<file path="src/fss_pkg.sv">
`default_nettype none

package fss_pkg;

    localparam int MAX_QUERY = 16;

    // query position / length counters; must hold MAX_QUERY + 1
    localparam int POS_W   = 5;
    localparam int IDX_W   = 4;
    localparam int ACC_W   = 8;
    localparam int SCORE_W = 11;
    localparam int CFG_W   = 64;

    localparam logic [POS_W-1:0]   QLEN_MAX     = POS_W'(MAX_QUERY);
    localparam logic [POS_W-1:0]   LEN_SAT      = POS_W'(MAX_QUERY + 1);
    localparam logic [SCORE_W-1:0] EXACT_BONUS  = SCORE_W'(1000);
    localparam logic [SCORE_W-1:0] PREFIX_BONUS = SCORE_W'(100);

    typedef enum logic [1:0] {
        CFG_QUERY_LEN  = 2'd0,
        CFG_CHARS_LOW  = 2'd1,
        CFG_CHARS_HIGH = 2'd2
    } cfg_reg_t;

    // ASCII upper case to lower case, other bytes unchanged
    function automatic logic [7:0] fold_case(input logic [7:0] c);
        logic [7:0] r;
        r = c;
        if (c >= 8'h41 && c <= 8'h5a)
        begin
            r = c + 8'h20;
        end
        return r;
    endfunction

    function automatic logic [7:0] query_byte(
        input logic [CFG_W-1:0] lo,
        input logic [CFG_W-1:0] hi,
        input logic [IDX_W-1:0] idx
    );
        logic [7:0] r;
        if (idx[3])
        begin
            r = hi[idx[2:0]*8 +: 8];
        end
        else
        begin
            r = lo[idx[2:0]*8 +: 8];
        end
        return r;
    endfunction

endpackage

`default_nettype wire

</file>
<file path="src/fuzzy_subsequence_scorer.sv">
// Case-insensitive fuzzy subsequence scorer. Stream a candidate string one
// byte word per cycle; the query (up to 16 chars) sits in configuration
// registers and may only be rewritten between candidates. The block takes one
// word every clock unless stalled. The last_char word yields one result word
// in the output register on the next cycle; that register parts the two
// channels, so in_stall is raised only while it holds an untaken result and
// out_stall is high. A word with empty_cand set adds no byte; with last_char
// it closes an empty candidate. Score: each match adds its current run
// length, plus 1000 for an exact-length match or 100 for a longer candidate
// that starts with the query. An empty query always matches with score 0.
`default_nettype none

module fuzzy_subsequence_scorer
    import fss_pkg::*;
(
    input  wire logic                 clk,
    input  wire logic                 rst_n,

    input  wire logic                 cfg_we,
    input  wire logic [1:0]           cfg_index,
    input  wire logic [CFG_W-1:0]     cfg_data,

    input  wire logic                 in_valid,
    output logic                      in_stall,
    input  wire logic [7:0]           char_in,
    input  wire logic                 last_char,
    input  wire logic                 empty_cand,

    output logic                      out_valid,
    input  wire logic                 out_stall,
    output logic                      matched,
    output logic [SCORE_W-1:0]        score
);

    logic [POS_W-1:0]   query_len_reg;
    logic [CFG_W-1:0]   chars_low_reg;
    logic [CFG_W-1:0]   chars_high_reg;

    logic [POS_W-1:0]   query_pos_reg,   query_pos_next;
    logic [POS_W-1:0]   run_len_reg,     run_len_next;
    logic [ACC_W-1:0]   score_acc_reg,   score_acc_next;
    logic [POS_W-1:0]   length_seen_reg, length_seen_next;
    logic               prefix_ok_reg,   prefix_ok_next;

    logic               out_valid_reg,   out_valid_next;
    logic               matched_reg,     matched_next;
    logic [SCORE_W-1:0] score_reg,       score_next;

    logic               accept;
    logic [POS_W-1:0]   qlen;
    logic [7:0]         lc;
    logic [7:0]         q_at_pos;
    logic [7:0]         q_at_len;
    logic               all_found;
    logic [SCORE_W-1:0] bonus;

    assign in_stall = out_valid_reg && out_stall;
    assign accept   = in_valid && !in_stall;

    assign qlen     = (query_len_reg > QLEN_MAX) ? QLEN_MAX : query_len_reg;
    assign lc       = fold_case(char_in);
    assign q_at_pos = fold_case(query_byte(chars_low_reg, chars_high_reg,
                                           query_pos_reg[IDX_W-1:0]));
    assign q_at_len = fold_case(query_byte(chars_low_reg, chars_high_reg,
                                           length_seen_reg[IDX_W-1:0]));

    // per-word candidate update
    always_comb
    begin
        query_pos_next   = query_pos_reg;
        run_len_next     = run_len_reg;
        score_acc_next   = score_acc_reg;
        length_seen_next = length_seen_reg;
        prefix_ok_next   = prefix_ok_reg;
        if (!empty_cand)
        begin
            if (query_pos_reg < qlen && lc == q_at_pos)
            begin
                query_pos_next = query_pos_reg + POS_W'(1);
                run_len_next   = run_len_reg + POS_W'(1);
                score_acc_next = score_acc_reg + ACC_W'(run_len_next);
            end
            else
            begin
                run_len_next = '0;
            end
            if (length_seen_reg < qlen && lc != q_at_len)
            begin
                prefix_ok_next = 1'b0;
            end
            if (length_seen_reg < LEN_SAT)
            begin
                length_seen_next = length_seen_reg + POS_W'(1);
            end
        end
    end

    // result for a closing word
    always_comb
    begin
        all_found = (query_pos_next >= qlen);
        bonus     = '0;
        if (length_seen_next == qlen)
        begin
            bonus = EXACT_BONUS;
        end
        else if (length_seen_next > qlen && prefix_ok_next)
        begin
            bonus = PREFIX_BONUS;
        end

        if (qlen == '0)
        begin
            matched_next = 1'b1;
            score_next   = '0;
        end
        else if (all_found)
        begin
            matched_next = 1'b1;
            score_next   = SCORE_W'(score_acc_next) + bonus;
        end
        else
        begin
            matched_next = 1'b0;
            score_next   = '0;
        end

        if (accept && last_char)
        begin
            out_valid_next = 1'b1;
        end
        else if (!out_stall)
        begin
            out_valid_next = 1'b0;
        end
        else
        begin
            out_valid_next = out_valid_reg;
        end
    end

    always_ff @(posedge clk or negedge rst_n)
    begin
        if (!rst_n)
        begin
            query_len_reg  <= '0;
            chars_low_reg  <= '0;
            chars_high_reg <= '0;
        end
        else if (cfg_we)
        begin
            unique case (cfg_index)
                CFG_QUERY_LEN:  query_len_reg  <= cfg_data[POS_W-1:0];
                CFG_CHARS_LOW:  chars_low_reg  <= cfg_data;
                CFG_CHARS_HIGH: chars_high_reg <= cfg_data;
                default:        ;
            endcase
        end
    end

    always_ff @(posedge clk or negedge rst_n)
    begin
        if (!rst_n)
        begin
            query_pos_reg   <= '0;
            run_len_reg     <= '0;
            score_acc_reg   <= '0;
            length_seen_reg <= '0;
            prefix_ok_reg   <= 1'b1;
            out_valid_reg   <= 1'b0;
        end
        else
        begin
            out_valid_reg <= out_valid_next;
            if (accept)
            begin
                if (last_char)
                begin
                    query_pos_reg   <= '0;
                    run_len_reg     <= '0;
                    score_acc_reg   <= '0;
                    length_seen_reg <= '0;
                    prefix_ok_reg   <= 1'b1;
                end
                else
                begin
                    query_pos_reg   <= query_pos_next;
                    run_len_reg     <= run_len_next;
                    score_acc_reg   <= score_acc_next;
                    length_seen_reg <= length_seen_next;
                    prefix_ok_reg   <= prefix_ok_next;
                end
            end
        end
    end

    // result payload, loaded only by a closing word
    always_ff @(posedge clk)
    begin
        if (accept && last_char)
        begin
            matched_reg <= matched_next;
            score_reg   <= score_next;
        end
    end

    assign out_valid = out_valid_reg;
    assign matched   = matched_reg;
    assign score     = score_reg;

endmodule

`default_nettype wire
</file>
<file path="config.mk">
export PLATFORM = sky130hd
export DESIGN_NAME = fuzzy_subsequence_scorer
export DESIGN_NICKNAME = d
export VERILOG_FILES = /design/src/fss_pkg.sv /design/src/fuzzy_subsequence_scorer.sv
export SDC_FILE = /design/constraint.sdc
export NUM_CORES = 1
export LEC_CHECK = 0
export BUFFER_PORTS_ARGS = -buffer_cell sky130_fd_sc_hd__buf_4
export CAP_MARGIN = 0
export CORE_MARGIN = 2
export CORE_UTILIZATION = 25
export DETAILED_ROUTE_END_ITERATION = 6
export SETUP_SLACK_MARGIN = 0.1
export SKIP_LAST_GASP = 1
export SLEW_MARGIN = 20
export SYNTH_ARGS = -nofsm -noshare
export SYNTH_HDL_FRONTEND = slang
export SYNTH_SLANG_ARGS = --single-unit
</file>
<file path="constraint.sdc">
create_clock -name clk -period 8.1 [get_ports clk]
set_input_delay 2.43 -clock clk [delete_from_list [all_inputs] [get_ports clk]]
set_output_delay 2.43 -clock clk [all_outputs]
set_load 0.01 [all_outputs]
</file>
# Word level (Yosys, flattened, before mapping)

Cells that the tools add are included.

Add/sub/neg operators: 8
Magnitude comparators: 12
Eq/ne operators: 7
Shift-type cells: 4
Mux-type cells: 26
Bitwise gates (word level): 1
Reductions and logical operators: 17

Operators by type and width:

| cell                                                              | number |
|---|---|
| variable part select 64 x 7 -> 8 bit                              | 4 |
| two-way mux 8 bit                                                 | 8 |
| two-way mux 5 bit                                                 | 10 |
| adder 8 x 6 -> 8 bit, second input constant                       | 3 |
| greater-or-equal comparator 8 x 7 -> 1 bit, second input constant | 3 |
| <= comparator 8 x 7 -> 1 bit, second input constant               | 3 |
| adder 5 x 1 -> 5 bit, second input constant                       | 3 |
| adder 8 x 11 -> 11 bit                                            | 1 |
| < comparator 5 bit                                                | 2 |
| two-way mux 10 bit                                                | 1 |
| logical AND 1 bit                                                 | 9 |
| adder 8 x 5 -> 8 bit                                              | 1 |
| equality test 8 bit                                               | 1 |
| inequality test 8 bit                                             | 1 |
| AND reduction 2 bit                                               | 4 |
| two-way mux 7 bit                                                 | 1 |
| two-way mux 1 bit                                                 | 6 |
| equality test 5 bit                                               | 1 |
| greater-or-equal comparator 5 bit                                 | 1 |
| > comparator 5 bit                                                | 1 |
| > comparator 5 bit, second input constant                         | 1 |
| logical NOT 5 bit                                                 | 1 |
| < comparator 5 bit, second input constant                         | 1 |
| equality test 2 x 1 -> 1 bit, second input constant               | 1 |
| other kinds (7)                                                   | 7 |

Bits in registers: 170
Bits of input ports: 81
Output and inout bits: 14
Logic and storage cells: 86

# Depth between registers and ports, before layout

Depth after elaboration: 13
Mapped depth: 26
Gate-level depth less buffers: 21

# Least setup slack after synthesis

OpenSTA, ideal clock, no wires.

Path type: in2reg
Start: in char_in[0]
End: reg score_reg[7] (netlist: score[7]) (data pin)
Library setup time: 0.257 ns
Data arrival time: 6.088 ns
Data required time: 7.843 ns
Path slack: 1.756 ns
Cell stages on the path: 23
Buffers on the path: 3
Path through: or3_1 o311ai_1 a31oi_1 a21oi_1 xnor2_1 nor4_1 nand4b_1 nand4_2 buf_6 buf_4 xnor2_1 ha_1 nand2b_1 a21oi_1 nor2b_1 o21ai_0 nand2b_1 a21oi_1 nand2b_1 clkbuf_1 nor3b_1 mux2i_1 nand2_1

Longest elaborated chain between the ends: 11
Elaborated cells on any way between the ends: 22
Those cells by class: 2 x add/sub; 3 x order compare; 2 x eq/ne; 9 x mux; 1 x bitwise; 5 x reduce/logical

Ends and longest elaborated chain:

| element                                                                                           | line                            | source |
|---|---|---|
| start, declared                                                                                   | fuzzy_subsequence_scorer.sv:25  | `input wire logic [7:0] char_in,` |
| greater-or-equal comparator 8 x 7 -> 1 bit / <= comparator 8 x 7 -> 1 bit (equally long branches) | fss_pkg.sv:29                   | `if (c >= 8'h41 && c <= 8'h5a)` |
| logical AND 1 bit                                                                                 | fss_pkg.sv:29                   |  |
| two-way mux 8 bit (*)                                                                             | fss_pkg.sv:29                   |  |
| inequality test 8 bit                                                                             | fuzzy_subsequence_scorer.sv:87  | `if (length_seen_reg < qlen && lc != q_at_len)` |
| logical AND 1 bit                                                                                 | fuzzy_subsequence_scorer.sv:87  |  |
| two-way mux 1 bit                                                                                 | fuzzy_subsequence_scorer.sv:87  |  |
| two-way mux 1 bit                                                                                 | fuzzy_subsequence_scorer.sv:75  | `if (!empty_cand)` |
| logical AND 1 bit                                                                                 | fuzzy_subsequence_scorer.sv:107 | `else if (length_seen_next > qlen && prefix_ok_next)` |
| two-way mux 7 bit                                                                                 | fuzzy_subsequence_scorer.sv:107 |  |
| two-way mux 10 bit                                                                                | fuzzy_subsequence_scorer.sv:103 | `if (length_seen_next == qlen)` |
| adder 8 x 11 -> 11 bit                                                                            | fuzzy_subsequence_scorer.sv:120 | `score_next = SCORE_W'(score_acc_next) + bonus;` |
| end signal, assigned                                                                              | fuzzy_subsequence_scorer.sv:203 | `score_reg <= score_next;` |
| end, declared                                                                                     | fuzzy_subsequence_scorer.sv:47  | `logic [SCORE_W-1:0] score_reg, score_next;` |

Mark *: on every way between the ends. The rest lies on a longest branch, timed or not.
A chain may end at the register's enable or synchronous reset.

# Final worst setup path

Start: in char_in[0]
End: reg score_reg[8] (netlist: score[8]) (data pin)

Same word-level chain as after synthesis.

==> metrics.csv <==
metric,value,unit
vias,7250,
post-route-min-period,6.642,ns
cp_max_fo,22,
cts.clk_slew.worst_paths,0.07,ns
hold_slack,0.5224,ns
routed_via_density,5.066,
antenna_found_initial,0,
synthCells,808,
synth_top_area_share,0.3789,
cp-startpoint,char_in[0],
drcViolationCount,0,
synth-main-ff-cell,dfrtp_1,
synth_top_area_cell,dfrtp_1,
post_cts.repair.setup_buffers,0,
crit_required,8.28,ns
synth_common_cells,"dfrtp_1, mux2_2, mux4_2",
relSlewSlack,0.3373,
hold_path_class,flip-flop to flip-flop,
drive_above_1_share,0.3971,
synth_most_common_cell,dfrtp_1,
core_area,0.04092,sq mm
wl_per_cell,19.16,microns
p_total,2556,uW
endpoint_kind,flip-flop,
top_usage_layer,met2,
synth.yosys.seq_area_share,0.4161,
ctsHoldBuffers,0,
synth_cell_types,65,
yosysWarnings,0,
num_io_pins,95,
clk_latency,0.44,ns
synth_nets,926,
cts_tree,yes,
max_slew.worst_pin.slew,0.9940,ns
dr.pass1.iters,5,
hpwl,19610,microns
tns,0,ns
grt_start_max_net_pins,106,
numCtsBuffers,17,
grt_first_pass_wirelength,43430,microns
fin_crit_sh,0.8200,
drv_cap,0,
synth-edff-count,12,
cp-start-kind,input port,
use_met3,0.02753,
grt_pass1_vias,7120,
rsz0062_at_grt,no,
slew_violations,0,
die_h,207.7,microns
synth_area,0.01037,sq mm
fmax,150.6,MHz
met2_usage,0.2100,
utilization,0.2975,
critPathKind,input port to flip-flop,
grt_use_met1,0.1757,
outcome,completed,
initial_core_util,0.2534,
portBuffers,94,
n_antenna_cell,0,
gp_congestion,0.8720,
fp.dieArea,0.04312,sq mm
power_density,209.9,mW/mm^2
finalHoldViolCount,0,
skew,0.01279,ns
ys_ff_latch,170,
cts_sinks,170,
cts_resized,0,
cp.arrival,6.82,ns
async_reset_ff_frac,0.9294,
min_from,chars_low_reg[56],
r2r_start,query_pos_reg[0],
drtAntennaViolNets,0,
clockBufferDepth,2,
finalSetupViolCount,0,
num_rows,74,
drt_iter0_markers,388,
cts-htree-levels,4,
dieWidth,207.7,microns
syn2layout_area_growth,17.41,%
static-leakage-power,0.004896,uW
synth_area_leaders,"dfrtp_1, mux4_2, mux2_2, ha_1, edfxtp_1",
finalNetCount,1004,
peakVddDrop,0.1485,mV
avgSynthCellArea,12.83,sq um
postRouteWirelength,27420,microns
grt_overflow_total,0,
grt_usage,0.1292,
clockRootBuffer,clkbuf_16,
==> cell usage in the layout, fill, tap and decap left out, drive strengths merged, types with 7 or more instances in the layout <==
master / instances
nor2b: 9
nor2: 28
ha: 35
xnor2: 20
a21oi: 26
o21ai: 30
inv: 31
nor3: 11
nand2b: 7
nand2: 38
xor2: 16
nor4: 9
or3: 8
clkbuf: 20
edfxtp: 12
a22o: 13
nand3: 12
mux4: 71
mux2i: 26
dfrtp: 157
mux2: 141
buf: 104
==> per-layer routing <==
metal | wire [microns] | share of wire
met1 | 12080 | 0.44
met5 | 0 | 0
met3 | 1580 | 0.058
met2 | 13370 | 0.49
met4 | 393 | 0.014
==> worst max-delay path: stages <==
cell and delay [ns]:
buf_4 0.14, or3_1 0.37, o311ai_1 0.25, a31oi_1 0.12
a21oi_1 0.38, xnor2_1 0.16, nor4_1 0.25, nand4b_1 0.17
nand4_2 0.09, buf_4 0.27, or2_1 0.31, xnor2_1 0.15
ha_1 0.31, nor2b_1 0.13, o21ai_0 0.15, nand2b_1 0.08
a21oi_1 0.32, nand2b_1 0.42, a211oi_1 0.11, a21oi_1 0.14
nand2_1 0.07
==> report_power, final <==
part | switching [uW] | total [uW] | internal (uW)
Sequential | 119 | 1110 | 994
Combinational | 291 | 627 | 336
Clock | 375 | 816 | 441
==> final cells by class <==
cell class | instances | area [sq um]
clock buffers | 19 | 442.9
clock inverters | 13 | 131.4
fillers | 4198 | 28750
inverters | 24 | 90.09
multi-input cells | 568 | 5733
flip-flops and latches | 170 | 4318
well taps | 532 | 665.6
repair buffers | 105 | 794.5
==> logic make-up (layout without fill, tap and decap cells) <==
| kind of cell | Yosys count | count (layout) | share of synthesized area |
|---|---|---|---|
| AOI/OAI and AO/OA | 106 | 106 | 0.06829 |
| xor gates and xnor gates | 36 | 36 | 0.03041 |
| adders and majority gates | 37 | 37 | 0.04609 |
| buffers and inverters | 70 | 161 | 0.03125 |
| DFF | 170 | 170 | 0.4161 |
| muxes | 238 | 238 | 0.3324 |
| and+or+nand+nor | 151 | 151 | 0.07541 |
==> final timing paths <==
kind                            slack [ns]  cells after the start                end
worst max-delay path                  1.46                     21           score[8]
worst min-delay path                  0.52                      1  chars_low_reg[56]
worst min register to register        0.52                      1  chars_low_reg[56]
max in group asynchronous             4.72                      2  chars_low_reg[35]
worst max register to register        2.16                     21           score[8]
min in group asynchronous             2.09                      1          out_valid
==> metrics by stage <==
| stage | setup WS [ns] | cell area [sq um] | instances |
|---|---|---|---|
| 2_1_floorplan | 1.756 | 10370 | 808 |
| 3_3_place_gp | 1.186 | 11600 | 1399 |
| 3_5_place_dp | 1.134 | 11600 | 1399 |
| 4_1_cts | 1.591 | 12170 | 1431 |
| 5_1_grt | 1.151 | 12180 | 1431 |
| 6_report | 1.458 | 12180 | 1431 |
No activity file was read; power rests on OpenSTA's default activity.
